===== config.mk =====
export PLATFORM = sky130hd
export DESIGN_NAME = swm_ram
export DESIGN_NICKNAME = d
export VERILOG_FILES = /design/src/rtl/swm_ram.sv
export SDC_FILE = /design/constraint.sdc
export NUM_CORES = 2
export LEC_CHECK = 0
export BUFFER_PORTS_ARGS = -buffer_cell sky130_fd_sc_hd__buf_2
export CAP_MARGIN = 20
export CORE_MARGIN = 2
export CORE_UTILIZATION = 53
export DETAILED_ROUTE_END_ITERATION = 12
export PLACE_DENSITY = 0.69
export SLEW_MARGIN = 20
export SYNTH_ARGS = -nofsm -noshare
export SYNTH_HDL_FRONTEND = slang
export SYNTH_SLANG_ARGS = --single-unit

===== constraint.sdc =====
create_clock -name clock -period 4.3 [get_ports clock]
set_clock_uncertainty 0.1 [all_clocks]
set_input_delay 0 -clock clock [delete_from_list [all_inputs] [get_ports clock]]
set_output_delay 0 -clock clock [all_outputs]
set_load 0.005 [all_outputs]

===== src/rtl/swm_ram.sv =====
module swm_ram #(
   parameter int WIDTH = 32,
   parameter int DEPTH = 64
) (
   input  logic                                  clock,
   input  logic                                  write_enable,
   input  logic [(DEPTH > 1 ? $clog2(DEPTH) : 1)-1:0] write_address,
   input  logic [WIDTH-1:0]                      write_data,
   input  logic [(DEPTH > 1 ? $clog2(DEPTH) : 1)-1:0] read_address,
   output logic [WIDTH-1:0]                      read_data
);

   logic [WIDTH-1:0] mem_ff [DEPTH];

   always_ff @(posedge clock) begin
      if (write_enable) begin
         mem_ff[write_address] <= write_data;
      end
      read_data <= mem_ff[read_address];
   end

endmodule


==> impl_metrics.py <==
metrics = {
    "final_layout": {
        "register_area_um2": 62140,
        "syn2layout_area_growth_pct": 14.22,
        "drive_gt1_frac": 0.3031,
        "multi_input_area_um2": 15980,
        "design_area_um2": 89680,
        "fin_util": 0.6080,
        "fillers": 10010,
        "nets": 3693,
        "final_cell_mix": "edfxtp_1, mux4_2, clkbuf_16",
        "final_common_cell": "edfxtp_1",
        "final_cell_count_no_fill": 5750,
    },
    "clock_tree": {
        "root_buffer": "clkbuf_16",
        "cts_buffers": 199,
        "insertion_delay_ns": 0.82,
        "clkSlewWorstSetupHoldPaths_ns": 0.06,
        "cts_resized": 0,
        "htree_num_levels": 4,
        "cts_num_sinks": 2080,
        "cts_tree": "built",
        "cts_max_path_buffers": 3,
        "post_cts_buffers": 0,
        "ctsHoldBuffers": 43,
    },
    "timing": {
        "tns_ns": 0,
        "fin_crit_sh": 0.7051,
        "rsz0062_at_grt": "false",
        "maxSlewHeadroom": 0.2426,
        "fin_hold_ws_ns": 0.1119,
        "tightestPinTransition_ns": 1.133,
        "hold_viol_final": 0,
        "max_freq_ghz": 0.3298,
        "min_period_ns": 3.032,
        "setup-violations-final": 0,
        "setup_slack_ns": 1.268,
        "slew_viol_final": 0,
    },
    "floorplanning": {
        "die_area_um2": 151200,
        "core_um2": 147500,
        "initial_core_util": 0.5324,
        "die_w_um": 388.9,
        "die_h_um": 388.9,
        "io_pins": 78,
        "num_rows": 141,
    },
    "place": {
        "portBuffers": 77,
        "dp_slack_ns": 0.9416,
        "placed_area_um2": 82760,
        "gp_congestion": 0.8296,
        "dp_cells": 5333,
        "dp_hpwl_um": 115200,
    },
    "power_and_ir_drop": {
        "power_density_nw_per_um2": 467.7,
        "p_leak_nw": 28.09,
        "power.total_mw": 41.94,
        "vdd_drop_max_mv": 0.3894,
    },
    "grt": {
        "grt_pass1_vias": 37660,
        "grt_pass1_wl_um": 282100,
        "groute.usage.overall": 0.2669,
        "grt_max_degree": 80,
        "grt_remaining_overflow": 0,
        "antenna_found_initial": 9,
    },
    "worst_setup_path": {
        "startpoint": "read_address[2]",
        "end_kind": "register",
        "required_ns": 4.85,
        "worstPathMaxFanout": 55,
        "path_class": "in -> reg",
        "cp.arrival_ns": 3.58,
        "rrSetupSlack_ns": 1.86,
        "r2r-start": "mem_ff[15][26]",
        "r2r_cells": 5,
        "critPathLaunchType": "input pin",
        "timing.rr.end": "read_data[26]",
    },
    "yosys": {
        "avgSynthCellArea_um2": 23.62,
        "syn_nets": 3370,
        "ys_seq_elements": 2080,
        "synth_fa_ha_area_frac": 0,
        "synth_top_family_by_area": "multiplexers",
        "synth_xor_area_frac": 0,
        "synth_compound_area_frac": 0.01673,
        "synthSimpleGateAreaFrac": 0.01265,
        "synth.area.mux_share": 0.1679,
        "syn-cell-area_um2": 78520,
        "yosys_warnings": 0,
        "synthDistinctLibCells": 34,
        "yosysSeqAreaShare": 0.7914,
        "syn_inst": 3324,
    },
    "route": {
        "drc": 0,
        "first_iter_violations": 5091,
        "viasPerCell": 6.580,
        "wl_um": 199300,
        "antenna_left": 0,
        "detail_route.wl_per_cell_um": 34.66,
        "firstDrtPassIters": 6,
        "vias": 37840,
    },
    "min_path": {
        "min_path_type": "in -> reg",
        "hp-start": "read_address[1]",
        "min_to": "read_data[0]",
        "hold_depth": 6,
    },
    "run_status": {
        "status": "finished, final reports clean",
    },
    "flow_run": {
        "cap_violations": 0,
    },
}
==> critical path: stages <==
cell and delay, ns:
dlygate4sd3_1 0.56, buf_8 0.28, nor2_1 0.91, buf_4 0.38
a22oi_1 0.10, and3_1 0.24, o32ai_1 0.92, nor3_1 0.10
==> cell usage after synthesis, drive strengths merged <==
library cell | n | share of area
edfxtp | 2048 | 0.78
mux4 | 544 | 0.16
nor2 | 137 | 0.0065
buf | 108 | 0.0077
mux2i | 93 | 0.012
o22ai | 84 | 0.0067
clkbuf | 74 | 0.0035
a21oi | 62 | 0.0040
dfxtp | 32 | 0.0082
o221ai | 27 | 0.0030
nand2 | 26 | 0.0012
nor2b | 15 | 0.0012
a22oi | 12 | 0.0011
a311oi | 8 | 0.00089
nand2b | 8 | 0.00064
nor3 | 7 | 0.00045
nand3 | 5 | 0.00032
nand3b | 5 | 0.00048
or3b | 5 | 0.00056
a41o | 4 | 0.00051
and3 | 4 | 0.00032
o32ai | 4 | 0.00045
or2 | 3 | 0.00024
or3 | 3 | 0.00024
and2 | 2 | 0.00016
nand4 | 2 | 0.00016
a31oi | 1 | 0.000080
nand4b | 1 | 0.00011
==> power breakdown <==
group	switching (mW)	total, mW	internal [mW]
combinational	1.30	2.11	0.804
clock	7.36	17.3	9.91
sequential	0.121	22.6	22.4
total	8.78	41.9	33.2
==> state kept, by name, indices dropped and copies added (netlist names) <==
signal     count
mem_ff      2048
read_data     32
==> final cells by class <==
cell class	instances	share of cell area
antenna	3	0.00008371
multi-input combinational	1062	0.1782
sequential	2080	0.6929
timing repair buffer	304	0.03010
clock buffer	275	0.06202
clock inverter	96	0.009753
tap	1930	0.02693
==> cells by family (layout without fill, tap and decap cells) <==
family	after synthesis	after routing
other cells	0	3
flops	2080	2080
compound gates	202	202
mux	637	637
simple gates	223	223
buf+inv	182	675
==> per-layer routing <==
layer	global-route usage	routed length [µm]	vias up
met2	0.4196	95740	2145
met1	0.3809	76500	20450
met5	0	54	-
met3	0.06185	21460	315
met4	0.07576	5547	8
li1	-	-	14920
==> worst max-delay path by stage <==
stage                     slack (ns)  cells past startpoint       endpoint
final                           1.27                      8  read_data[20]
after global routing            1.38                      8  read_data[20]
after CTS                       1.47                      8  read_data[20]
after detailed placement        0.94                      7   read_data[2]
after global placement          0.95                      7  read_data[18]
after floorplan                 1.04                      4  mem_ff[48][0]
No activity file was read; power rests on OpenSTA's default activity.
