## src/rtl/swm_pkg.sv

```systemverilog
package swm_pkg;

   // Width of the window size register on the configuration port.
   localparam int CSR_WIDTH = 7;

   // Broadcast from the controller to every cell of the sorted row.
   typedef struct packed {
      logic update;   // load the next value this cycle
      logic remove;   // window is full: the oldest sample leaves
   } swm_ctrl_type;

   // Per-cell compare results handed to both neighbors.
   typedef struct packed {
      logic in_range;   // cell holds a live entry
      logic below_old;  // live entry is below the leaving sample
      logic le_new;     // entry is at or below the arriving sample
   } swm_flag_type;

endpackage

```

## src/rtl/swm_cell.sv

```systemverilog
module swm_cell #(
   parameter int SAMPLE_WIDTH = 32,
   parameter bit FIRST        = 1'b0
) (
   input  logic                      clock,
   input  swm_pkg::swm_ctrl_type     ctrl,
   input  logic                      in_range,
   input  logic [SAMPLE_WIDTH-1:0]   old_value,
   input  logic [SAMPLE_WIDTH-1:0]   new_value,
   input  logic [SAMPLE_WIDTH-1:0]   prev_value,
   input  swm_pkg::swm_flag_type     prev_flag,
   input  logic [SAMPLE_WIDTH-1:0]   next_value,
   input  swm_pkg::swm_flag_type     next_flag,
   output logic [SAMPLE_WIDTH-1:0]   value,
   output swm_pkg::swm_flag_type     flag
);

   import swm_pkg::*;

   logic [SAMPLE_WIDTH-1:0] value_ff;
   logic [SAMPLE_WIDTH-1:0] value_in;
   logic [SAMPLE_WIDTH-1:0] self_w;
   logic [SAMPLE_WIDTH-1:0] prev_w;
   logic                    self_w_live;
   logic                    self_w_le;
   logic                    prev_w_le;
   logic                    self_shift;
   logic                    prev_shift;

   assign value          = value_ff;
   assign flag.in_range  = in_range;
   assign flag.below_old = in_range && ($signed(value_ff) < $signed(old_value));
   assign flag.le_new    = $signed(value_ff) <= $signed(new_value);

   // Row after removal: entries at or past the leaving one close up by one.
   assign self_shift  = ctrl.remove && !flag.below_old;
   assign prev_shift  = ctrl.remove && !prev_flag.below_old;
   assign self_w      = self_shift ? next_value : value_ff;
   assign self_w_le   = self_shift ? next_flag.le_new : flag.le_new;
   assign self_w_live = ctrl.remove ? next_flag.in_range : in_range;
   assign prev_w      = prev_shift ? value_ff : prev_value;
   assign prev_w_le   = prev_shift ? flag.le_new : prev_flag.le_new;

   // Insertion: keep, take the new sample, or take the left neighbor.
   always_comb begin
      if (self_w_live && self_w_le) begin
         value_in = self_w;
      end else if (FIRST || prev_w_le) begin
         value_in = new_value;
      end else begin
         value_in = prev_w;
      end
   end

   always_ff @(posedge clock) begin
      if (ctrl.update) begin
         value_ff <= value_in;
      end
   end

endmodule

```

## config.mk

```make
export PLATFORM = sky130hd
export DESIGN_NAME = swm_cell
export DESIGN_NICKNAME = d
export VERILOG_FILES = /design/src/rtl/swm_pkg.sv /design/src/rtl/swm_cell.sv
export SDC_FILE = /design/constraint.sdc
export NUM_CORES = 1
export LEC_CHECK = 0
export BUFFER_PORTS_ARGS = -buffer_cell sky130_fd_sc_hd__buf_4
export CORE_ASPECT_RATIO = 0.9
export CORE_UTILIZATION = 30
export DETAILED_ROUTE_END_ITERATION = 6
export PLACE_DENSITY_LB_ADDON = 0.08
export SLEW_MARGIN = 10
export SYNTH_ARGS = -nofsm -noshare
export SYNTH_HDL_FRONTEND = slang
export SYNTH_SLANG_ARGS = --single-unit
```

## constraint.sdc

```tcl
create_clock -name clock -period 4.3 [get_ports clock]
set_input_delay 0.43 -clock clock [delete_from_list [all_inputs] [get_ports clock]]
set_output_delay 0.43 -clock clock [all_outputs]
set_load 0.01 [all_outputs]
```

==> key figures <==
Outcome
  – Result of the run: completed

Floorplanning
  – Die H: 107 um
  – Core box area: 11,700 um^2
  – DIE WIDTH: 118 um
  – Initial Util: 31.3%
  – Core Rows: 37
  – IO Count: 173
  – Die area: 12,600 um^2

Yosys
  – Post-synth top flop: edfxtp_1
  – Syn Std Cell Area: 3650 um^2
  – Yosys warns: 0
  – Count of different cell masters after synthesis: 41
  – #FFs+latches synth: 32
  – Mapped Cells: 348
  – EDFF count, synth: 32
  – Async SR Flop Fraction: 0%
  – Synthesized Nets: 549
  – Register area share after synthesis: 26.3%
  – Avg Inst Size Synth: 10.5 um^2

Clocking
  – CTS clock-pin slew for the worst setup and hold paths: 0.06 ns
  – Longest Clk Path Bufs: 2
  – Maximum level of the CTS H-tree: 2
  – Clk_lat worst skew: 0.27 ns
  – Clock root cell: clkbuf_16
  – CTS tree: built
  – Clk sinks: 32
  – CTS Buf Count: 5
  – Post-CTS sizing: 0
  – Post-CTS Hold Fix Bufs: 0
  – Setup Buffers After CTS: 0

GRT
  – Initial antenna violation count: 0
  – Vias in the first global route: 3,323
  – Largest net degree at the start of global routing: 25
  – GR Overflow Total: 0
  – Total GRT Usage: 16.4%
  – First-pass GRT wire length: 16.3 mm

Cells and area
  – Flip-flop and latch area: 961 um^2
  – Filler cells: 1,163
  – Area growth syn-to-layout: 44.4%
  – Final core occ: 45.2%
  – Layout cells sized above 1: 49.1%
  – Multi-input logic area: 2360 um^2
  – Number of inserted diodes: 0
  – Nets: 724
  – Flip-flop count of the largest register after layout: 32

Critical path
  – CP Capture Type: register
  – CP Class: reg2reg
  – Crit Path Max Fanout: 11
  – Req. time, crit path: 4.32 ns
  – Startpoint types: register
  – WP data arrival: 3.64 ns

Route
  – Routed wire length: 10.2 mm
  – Post-DRT Antenna Nets: 0
  – Final routed DRC violation total: 0
  – Via total after detailed routing: 3,113
  – Per-cell routed wire length: 15.1 um
  – Vias/cell: 4.58
  – DR iter-0 viols: 63
  – TritonRoute pass-1 iters: 4

STA
  – RSZ-0062 raised after global routing: false
  – Slew @ Worst Pin: 0.624 ns
  – Fmax: 276 MHz
  – Final Hold Viols: 0
  – Setup Viol. Count Final: 0
  – Fin crit share: 84.3%
  – Worst rel slew slack: 58.0%
  – Setup TNS: 0 ns
  – Clock Skew: 0.00773 ns
  – Pins Over Slew Limit: 0
  – Final Critical Period: 3.62 ns
  – Final setup margin: 0.676 ns

Hold path
  – Worst Hold Class: in2reg

Power and ir drop
  – Leak: 0.00267 uW
  – VDD IR max: 0.156 mV
  – Cell Pwr Density: 323 nW/um^2

Placed design
  – Post-DP HPWL: 8.59 mm
  – Placement Setup Slack: 0.538 ns
  – Number of buffer cells added on primary ports: 170
  – GPL Wtd Cong: 0.762

Flow run
  – Max Cap Viol: 0
-- layout make-up --
class | count | share of cell area (%)
multi-input cells | 239 | 44.8
repair buffers | 175 | 25.8
flip-flops and latches | 32 | 18.2
inverters | 70 | 4.98
well taps | 156 | 3.70
clock buffers | 5 | 2.37
clock inverters | 2 | 0.142
-- synthesized netlist by cell type (5+ instances only) --
library cell / instances / area, um^2
a21oi_1: 26 / 130
nand2_1: 13 / 48.8
inv_1: 70 / 263
mux2_2: 35 / 394
nand4_1: 12 / 75.1
nand3_1: 7 / 35.0
ha_1: 63 / 788
edfxtp_1: 32 / 961
o21ai_0: 11 / 55.1
a211oi_1: 5 / 37.5
mux2_4: 30 / 450
-- power by group --
group | leakage [uW] | switching (uW) | total (uW) | internal (uW)
registers | 0.000304 | 63.9 | 505 | 441
clock network | 0.0000648 | 124 | 331 | 207
logic | 0.00230 | 390 | 870 | 481
total | 0.00267 | 577 | 1710 | 1130
-- worst paths after layout --
check / end / cells after the start / slack [ns] / from
worst min register to register: value[18] / 5 / 1.47 / value[31]
worst max-delay path: value[7] / 9 / 0.68 / value[27]
worst min-delay path: value[21] / 2 / 0.46 / next_value[21]
worst max register to register: value[7] / 9 / 0.68 / value[27]
-- cell usage in the layout, fill, tap and decap left out, drive strengths merged --
| master | Yosys | layout |
|---|---|---|
| nand4 | 12 | 12 |
| nor2b | 2 | 2 |
| a2111oi | 1 | 1 |
| or2 | 1 | 1 |
| a22oi | 1 | 1 |
| nand3 | 7 | 7 |
| clkinv | 0 | 2 |
| edfxtp | 32 | 32 |
| o41ai | 1 | 1 |
| mux2i | 1 | 1 |
| or3 | 1 | 1 |
| o21bai | 1 | 1 |
| clkbuf | 0 | 5 |
| a21oi | 26 | 26 |
| and4b | 1 | 1 |
| nor3 | 3 | 3 |
| nor4 | 2 | 2 |
| and2b | 1 | 1 |
| o21ai | 11 | 11 |
| xnor2 | 1 | 1 |
| a211oi | 6 | 6 |
| o211ai | 2 | 2 |
| and4 | 2 | 2 |
| nor4b | 1 | 1 |
| nor2 | 3 | 3 |
| a21o | 4 | 4 |
| a21boi | 1 | 1 |
| a221o | 1 | 1 |
| mux2 | 65 | 65 |
| nand2b | 1 | 1 |
| buf | 7 | 175 |
| ha | 63 | 63 |
| o22ai | 1 | 1 |
| a31oi | 1 | 1 |
| nand2 | 14 | 14 |
| inv | 70 | 70 |
| a31o | 1 | 1 |
-- stage by stage --
stage | instance area [um^2] | cells | hold slack, ns | power, uW
after floorplan | 3650 | 348 | 0.647 | 1040
after global placement | 5150 | 672 | 0.731 | 1380
after detailed placement | 5150 | 672 | 0.735 | 1390
after CTS | 5280 | 679 | 0.450 | 1740
after global routing | 5280 | 679 | 0.450 | 1840
final | 5280 | 679 | 0.458 | 1710
-- cell families after synthesis --
logic type	count (synthesis)	synth area share, %
flops	32	26.3
simple gates	51	8.56
buf+inv	77	9.45
fa+ha+maj	63	21.6
xor+xnor	1	0.240
compound gates	58	10.2
mux	66	23.7
-- routing by layer --
| metal | track usage (%) | part of all wire (%) | routed length (um) | vias up |
|---|---|---|---|---|
| met5 | 0 | 0 | 0 | - |
| met4 | 2.20 | 0.41 | 42 | 0 |
| met3 | 3.30 | 5.2 | 537 | 2 |
| met2 | 27.8 | 46 | 4700 | 91 |
| met1 | 22.0 | 48 | 4960 | 1409 |
| li1 | - | - | - | 1611 |
-- critical path: stages, from the launching register on --
cell	delay, ns
edfxtp_1	0.44
ha_1	0.35
nand4_1	0.21
nor4_1	0.55
nor4b_4	0.38
a2111oi_4	0.13
or3_4	0.45
nand2_4	0.24
buf_4	0.31
mux2_4	0.32
(Power assumes the default switching activity.)
